<file path="src/etb_pkg.sv">
`default_nettype none
// ----------------------------------------------------------------------------
// etb_pkg: shared types and constants of the elimination tree builder
// Node and register widths, the ancestor memory entry and the memory and
// result bundles passed between the walk controller and its neighbors.
// ----------------------------------------------------------------------------
package etb_pkg;

    localparam int NODE_W        = 10;
    localparam int NODE_COUNT    = 1 << NODE_W;
    localparam int CFG_W         = 11;
    localparam int MAX_NODES_DEF = 1024;
    localparam logic [CFG_W-1:0] NODES_IN_USE_RST = 11'd1024;

    // One ancestor memory entry: valid mark plus stored ancestor
    typedef struct packed {
        logic              valid;
        logic [NODE_W-1:0] anc;
    } entry_t;

    // Memory request from the walk controller
    typedef struct packed {
        logic              we;
        logic [NODE_W-1:0] waddr;
        entry_t            wdata;
        logic [NODE_W-1:0] raddr;
    } mem_req_t;

    // Result produced at the end of a walk
    typedef struct packed {
        logic              valid;
        logic [NODE_W-1:0] child;
        logic [NODE_W-1:0] parent;
    } res_t;

endpackage
`default_nettype wire

</file>
<file path="src/etb_walk_ctrl.sv">
`default_nettype none
// ----------------------------------------------------------------------------
// etb_walk_ctrl: ancestor walk sequencer
// Accepts entries, sweeps the valid marks on reset and on matrix start,
// walks the ancestor path one node per cycle with read-modify-write.
// ----------------------------------------------------------------------------
module etb_walk_ctrl #(
    parameter int MAX_NODES = etb_pkg::MAX_NODES_DEF
) (
    input  wire logic                        clk,
    input  wire logic                        rst_n,
    input  wire logic                        in_valid,
    output logic                             in_stall,
    input  wire logic [etb_pkg::NODE_W-1:0]  row_index,
    input  wire logic [etb_pkg::NODE_W-1:0]  column_index,
    input  wire logic                        matrix_start,
    input  wire logic [etb_pkg::CFG_W-1:0]   nodes_in_use,
    input  wire logic                        out_full,
    input  wire etb_pkg::entry_t             rdata,
    output etb_pkg::mem_req_t                req,
    output etb_pkg::res_t                    res
);

    localparam int DEPTH  = (MAX_NODES < etb_pkg::NODE_COUNT) ? MAX_NODES
                                                              : etb_pkg::NODE_COUNT;
    localparam int ADDR_W = $clog2(DEPTH);
    localparam logic [ADDR_W-1:0] LAST_ADDR = ADDR_W'(DEPTH - 1);
    localparam logic [etb_pkg::CFG_W-1:0] DEPTH_LIM = etb_pkg::CFG_W'(DEPTH);

    typedef enum logic [3:0] {
        ST_CLEAR  = 4'b0001,
        ST_IDLE   = 4'b0010,
        ST_LAUNCH = 4'b0100,
        ST_WALK   = 4'b1000
    } state_t;

    state_t                     state_reg, state_next;
    logic [ADDR_W-1:0]          clr_cnt_reg, clr_cnt_next;
    logic                       pend_reg, pend_next;
    logic [etb_pkg::NODE_W-1:0] row_reg, row_next;
    logic [etb_pkg::NODE_W-1:0] col_reg, col_next;
    logic [etb_pkg::NODE_W-1:0] node_reg, node_next;
    logic                       in_fire;
    logic                       ignore;

    assign in_stall = (state_reg != ST_IDLE);
    assign in_fire  = in_valid && !in_stall;

    assign ignore = (row_reg >= col_reg)
                 || ({1'b0, row_reg} >= nodes_in_use)
                 || ({1'b0, col_reg} >= nodes_in_use)
                 || ({1'b0, row_reg} >= DEPTH_LIM)
                 || ({1'b0, col_reg} >= DEPTH_LIM);

    always_ff @(posedge clk or negedge rst_n)
    begin
        if (!rst_n)
        begin
            state_reg   <= ST_CLEAR;
            clr_cnt_reg <= '0;
            pend_reg    <= 1'b0;
        end
        else
        begin
            state_reg   <= state_next;
            clr_cnt_reg <= clr_cnt_next;
            pend_reg    <= pend_next;
        end
    end

    always_ff @(posedge clk)
    begin
        row_reg  <= row_next;
        col_reg  <= col_next;
        node_reg <= node_next;
    end

    always_comb
    begin
        state_next     = state_reg;
        clr_cnt_next   = clr_cnt_reg;
        pend_next      = pend_reg;
        row_next       = row_reg;
        col_next       = col_reg;
        node_next      = node_reg;
        req.we         = 1'b0;
        req.waddr      = node_reg;
        req.wdata.valid = 1'b1;
        req.wdata.anc  = col_reg;
        req.raddr      = node_reg;
        res.valid      = 1'b0;
        res.child      = node_reg;
        res.parent     = col_reg;

        unique case (state_reg)
            ST_CLEAR:
            begin
                req.we          = 1'b1;
                req.waddr       = etb_pkg::NODE_W'(clr_cnt_reg);
                req.wdata.valid = 1'b0;
                req.wdata.anc   = '0;
                clr_cnt_next    = clr_cnt_reg + 1'b1;
                if (clr_cnt_reg == LAST_ADDR)
                begin
                    clr_cnt_next = '0;
                    pend_next    = 1'b0;
                    state_next   = pend_reg ? ST_LAUNCH : ST_IDLE;
                end
            end
            ST_IDLE:
            begin
                if (in_fire)
                begin
                    row_next = row_index;
                    col_next = column_index;
                    if (matrix_start)
                    begin
                        pend_next  = 1'b1;
                        state_next = ST_CLEAR;
                    end
                    else
                    begin
                        state_next = ST_LAUNCH;
                    end
                end
            end
            ST_LAUNCH:
            begin
                if (ignore)
                begin
                    state_next = ST_IDLE;
                end
                else
                begin
                    req.raddr  = row_reg;
                    node_next  = row_reg;
                    state_next = ST_WALK;
                end
            end
            ST_WALK:
            begin
                if (!rdata.valid)
                begin
                    // hold and reread until the result slot frees up
                    if (!out_full)
                    begin
                        req.we     = 1'b1;
                        res.valid  = 1'b1;
                        state_next = ST_IDLE;
                    end
                end
                else
                begin
                    // compress: point this node at the column, advance
                    req.we = 1'b1;
                    if (rdata.anc < col_reg)
                    begin
                        req.raddr = rdata.anc;
                        node_next = rdata.anc;
                    end
                    else
                    begin
                        state_next = ST_IDLE;
                    end
                end
            end
            default:
            begin
                state_next = ST_CLEAR;
            end
        endcase
    end

    a_walk_below_col: assert property (@(posedge clk) disable iff (!rst_n)
        state_reg == ST_WALK |-> node_reg < col_reg)
        else $error("walk node not below column");

    a_res_slot_free: assert property (@(posedge clk) disable iff (!rst_n)
        res.valid |-> !out_full)
        else $error("result issued into a full output slot");

    a_res_ends_walk: assert property (@(posedge clk) disable iff (!rst_n)
        res.valid |=> state_reg == ST_IDLE)
        else $error("walk did not end after its result");

    a_walk_advances: assert property (@(posedge clk) disable iff (!rst_n)
        (state_reg == ST_WALK && rdata.valid && rdata.anc < col_reg)
        |=> node_reg > $past(node_reg))
        else $error("walk did not move up the tree");

endmodule
`default_nettype wire

</file>
<file path="config.mk">
export PLATFORM = sky130hd
export DESIGN_NAME = etb_walk_ctrl
export DESIGN_NICKNAME = d
export VERILOG_FILES = /design/src/etb_pkg.sv /design/src/etb_walk_ctrl.sv
export SDC_FILE = /design/constraint.sdc
export NUM_CORES = 1
export LEC_CHECK = 0
export ABC_AREA = 1
export BUFFER_PORTS_ARGS = -buffer_cell sky130_fd_sc_hd__buf_4
export CORE_MARGIN = 4
export CORE_UTILIZATION = 50
export CTS_BUF_LIST = sky130_fd_sc_hd__clkbuf_8 sky130_fd_sc_hd__clkbuf_16
export CTS_CLUSTER_DIAMETER = 120
export DETAILED_ROUTE_END_ITERATION = 16
export GPL_ROUTABILITY_DRIVEN = 0
export PLACE_DENSITY_LB_ADDON = 0.12
export SETUP_SLACK_MARGIN = 0.02
export SYNTH_ARGS = -nofsm -noshare
export SYNTH_HDL_FRONTEND = slang
export SYNTH_SLANG_ARGS = --single-unit
</file>
<file path="constraint.sdc">
create_clock -name clk -period 2.6 [get_ports clk]
set_input_delay 0.13 -clock clk [delete_from_list [all_inputs] [get_ports clk]]
set_output_delay 0.13 -clock clk [all_outputs]
set_load 0.02 [all_outputs]
</file>
Word-level counts from Yosys, hierarchy flattened
Index checks and enable logic that the tools add are counted.
Widths: inputs -> output; s select.

cells by class
  equal/unequal tests = 11
  magnitude comparators = 4
  reductions and logical operators = 8
  $add $sub $neg = 1
  muxes and demuxes = 24

operators with widths
  cell                   count
  $mux 10                4
  $mux 4                 6
  $ge 10x11->1           2
  $mux 21                1
  $pmux 10 s2            1
  $pmux 4 s4             1
  $add 10x1->10 const B  1
  $eq 10x10->1 const B   1
  $ge 10x10->1           1
  $lt 10x10->1           1
  $reduce_and 4->1       2
  $mux 1                 7
  $mux 3                 2
  $ne 2x2->1 const B     3
  $ne 3x3->1 const B     2
  $eq 4x1->1 const B     1
  $eq 4x2->1 const B     1
  $eq 4x3->1 const B     1
  $eq 4x4->1 const B     1
  $ne 4x2->1 const B     1
  $pmux 1 s2             2
  $logic_or 1x1->1       2
  $reduce_and 2->1       1
  $reduce_bool 2->1      1
  2 further kinds        2

storage, ports and cells
  input port bits = 47
  register bits after elaboration = 45
  output and inout bits = 54
  word-level logic and storage cells = 54

Depth between registers and ports, before layout
  depth in word-level cells = 5
  gate-level depth with buffers = 14
  mapped depth without buffers = 14

Least setup slack after synthesis
No wires, ideal clock.

  path type = register to register
  start point = register state_reg[2]
  end point = register col_reg[0] (netlist bit) (enable)
  path buffers = 0
  data required time = 2203 ps
  setup time = 397 ps
  stages on the path, launching flop included = 4
  data arrival time = 1745 ps
  path slack = 458 ps
  clock period less this slack = 2142 ps
  path through = dfrtp_1 -> nor2_1 -> nand3_1 -> nor2_1

on the way
  cells in the longest elaborated chain, start to end = 4

ends and longest elaborated chain
  item                               line                 RTL
  from (decl)                        etb_walk_ctrl.sv:37  state_t state_reg, state_next;
  from (signal assigned)             etb_walk_ctrl.sv:65  state_reg <= state_next;
  $ne 4x2->1                         etb_walk_ctrl.sv:46  assign in_stall = (state_reg != ST_IDLE);
  via in_stall                       etb_walk_ctrl.sv:13  output logic in_stall,
  $logic_not 1->1                    etb_walk_ctrl.sv:47  assign in_fire = in_valid && !in_stall;
  $logic_and 1x1->1                  etb_walk_ctrl.sv:47
  $reduce_and 2->1 (no source line)  --
  to (signal assigned)               etb_walk_ctrl.sv:74  col_reg <= col_next;
  to (decl)                          etb_walk_ctrl.sv:41  logic [etb_pkg::NODE_W-1:0] col_reg, col_next;

The timed path passes the listed nets, and every way through them passes these cells.
A chain may end at the register's enable or synchronous reset.

==> flow_summary_export.csv <==
group,metric,value,unit
power,power_leakage,2.414,nW
sta,skew,0.004519,ns
synthesis,syn_nets,524,
setup_path,start_kind,"flip-flop",
drt,via_per_inst,4.881,
clocking,tritoncts,"yes",
floorplanning,core-area,0.005991,mm^2
grt,grt_pass1_vias,3025,
synthesis,synth_edf_count,20,
synthesis,synth_cell_type_count,27,
layout,multi_input_area,0.001642,mm^2
grt,grt_pass1_wl,13.75,mm
layout,nets,651,
synthesis,synth.cell_area,0.003141,mm^2
grt,antenna_found_initial,0,
drt,drtIter0Drc,188,
drt,first_pass_iters,5,
drt,drc_errors,0,
sta,setup_viol,0,
sta,hold_viol_final,0,
drt,drt_wl_total,8.777,mm
layout,antenna_cells,0,
layout,nFillCells,512,
run_status,outcome,"complete, no violations",
sta,max_slew_margin,46.77,%
job,maxCapViolations,0,
synthesis,postSynthAreaPerCell,7.187,um^2
setup_path,cp_max_fo,10,
setup_path,endpoint_kind,"output pin",
floorplanning,fp.dieH,87.25,um
clocking,path_clk_slew,0.09,ns
setup_path,critical_path_arrival,2.34,ns
clocking,cts.path.max_buffers,2,
sta,finalCriticalPeriod,2.467,ns
floorplanning,ioPinCount,101,
floorplanning,start_util,52.42,%
grt,grt_overflow,0,
grt,use_met3,4.163,%
synthesis,synth_seq_cells,45,
sta,setup_slack,0.1327,ns
synthesis,ys_seq_area_share,37.49,%
placement,dp_slack,0.4363,ns
clocking,htree_levels,2,
synthesis,async_reset_ff_share,33.33,%
grt,grt_use_total,22.93,%
sta,period_share,94.90,%
layout,seq_area,0.001177,mm^2
sta,worstMarginPinSlew,0.7976,ns
layout,area_growth,37.53,%
grt,grt_max_degree,30,
placement,hpwl,6.736,mm
synthesis,yosys_warnings,0,
setup_path,cp.required,2.47,ns
sta,final-max-slew-violation-count,0,
power,power,3.199,mW
drt,vias,3124,
clocking,cts_buffers,5,
floorplanning,die_w,87.25,um
clocking,clockRootBuffer,"clkbuf_8",
power,vdd_ir_drop_max,0.0007553,V
power,power.density,740.7,mW/mm^2
grt,grtUsageMet1,30.41,%
layout,drive_gt1_share,22.83,%
floorplanning,die_area,0.007613,mm^2
setup_path,r2r_setup_slack,0.61,ns
grt,grt_use_met2,38.49,%
grt,grt_busiest_layer,"met2",
floorplanning,rows,28,
drt,drtAntennaViolNets,0,
sta,rsz0062_at_grt,"yes",
synthesis,ys.flop_type,"edfxtp_1",
placement,io_buffers,100,
clocking,clk_latency,0.30,ns
min_path,hold_class,"input port to flip-flop",
sta,fmax,405.3,MHz
drt,avgRoutedWirePerCell,13.71,um
setup_path,criticalPathCategory,"flip-flop to output pin",
clocking,clock-sinks,45,
synthesis,syn-instance-count,437,
-- worst max-delay path, cell delays in order (launching register included) --
cell,delay [ns]
edfxtp_1,0.42
inv_1,0.14
ha_1,0.26
a21oi_1,0.18
o21ai_0,0.14
nand2_1,0.08
nand3_1,0.10
a21oi_1,0.25
nand2_4,0.15
nand2_1,0.09
nand2_1,0.07
buf_4,0.16
-- layout by cell type, fill, tap and decap left out, types with 5 or more instances in the layout --
cell | netlist | layout
nand2_1 | 113 | 112
nor3_1 | 9 | 7
ha_1 | 40 | 40
clkbuf_8 | 0 | 5
dlygate4sd3_1 | 0 | 19
dfxtp_1 | 10 | 10
edfxtp_1 | 20 | 20
o21ai_0 | 12 | 12
nand3_1 | 15 | 15
inv_1 | 86 | 86
dfrtp_1 | 14 | 14
nor2_1 | 81 | 77
buf_4 | 1 | 106
a21oi_1 | 12 | 11
-- per-stage QoR --
stage | utilization (%) | TNS, ns | cell area, um^2 | hold slack, ns | instances
2_1_floorplan | - | 0 | 3141 | -0.1656 | 437
3_3_place_gp | 66.50 | 0 | 3984 | -0.006824 | 609
3_5_place_dp | 66.50 | 0 | 3984 | -0.002339 | 609
4_1_cts | 69.72 | 0 | 4177 | 0.0002793 | 628
5_1_grt | 72.10 | -0.5162 | 4319 | 0.004079 | 640
6_report | 72.10 | 0 | 4319 | 0.01481 | 640
-- cells in the mapped netlist, types with 2 or more instances --
cell	number	share of area [%]
nor3_1	9	1.4
ha_1	40	16
buf_2	4	0.64
a21boi_2	2	0.72
nand3_1	15	2.4
nand4_1	2	0.40
o22ai_1	2	0.40
nor2_1	81	9.7
edfxtp_1	20	19
dfxtp_1	10	6.4
nand2_1	113	14
xor2_1	4	1.1
o21ai_0	12	1.9
inv_1	86	10
a21oi_1	12	1.9
dfrtp_1	14	11
-- worst paths after layout --
path	from	end	cells past startpoint
worst max-delay path	col_reg[5]$_DFFE_PP_	req[8]	11
worst min-delay path	row_index[2]	row_reg[2]$_DFFE_PP_	1
min in group asynchronous	rst_n	clr_cnt_reg[4]$_DFFE_PN0P_	2
worst min register to register	clr_cnt_reg[6]$_DFFE_PN0P_	clr_cnt_reg[6]$_DFFE_PN0P_	1
max in group asynchronous	rst_n	state_reg[0]$_DFFE_PN1P_	2
worst max register to register	col_reg[5]$_DFFE_PP_	node_reg[2]$_DFF_P_	10
-- layer usage --
layer	wire [um]	vias up
met2	4203	100
li1	-	1601
met4	131	0
met3	552	14
met1	3889	1409
met5	0	-
-- power breakdown --
part           switching [mW]  total [mW]  internal, mW
Combinational            1.09        1.77         0.680
Sequential              0.109       0.999         0.891
Clock                   0.247       0.430         0.183
-- repair_timing --
item | 4_1_cts | 5_1_grt
setup endpoints to repair | 0 | 10
setup buffers | 0 | 4
gates resized for setup | 0 | 10
hold buffers | 11 | 8
endpoints found under the hold margin | 25 | 8
-- area by class of cell --
type	instances	share of cell area [%]
sequential	45	27.26
tap	75	2.173
clock inverter	3	0.3187
timing repair buffer	126	23.09
inverter	87	7.561
multi-input combinational	299	38.01
clock buffer	5	1.593
-- kinds of logic after synthesis --
kind of cell / share of synthesized area, %
AO/OA/AOI/OAI: 5.179
buffers and inverters: 11.39
adder cells (fa/ha/maj): 15.94
AND/OR/NAND/NOR: 28.61
XOR/XNOR: 1.394
flip-flops: 37.49
No activity file was read; power rests on OpenSTA's default activity.
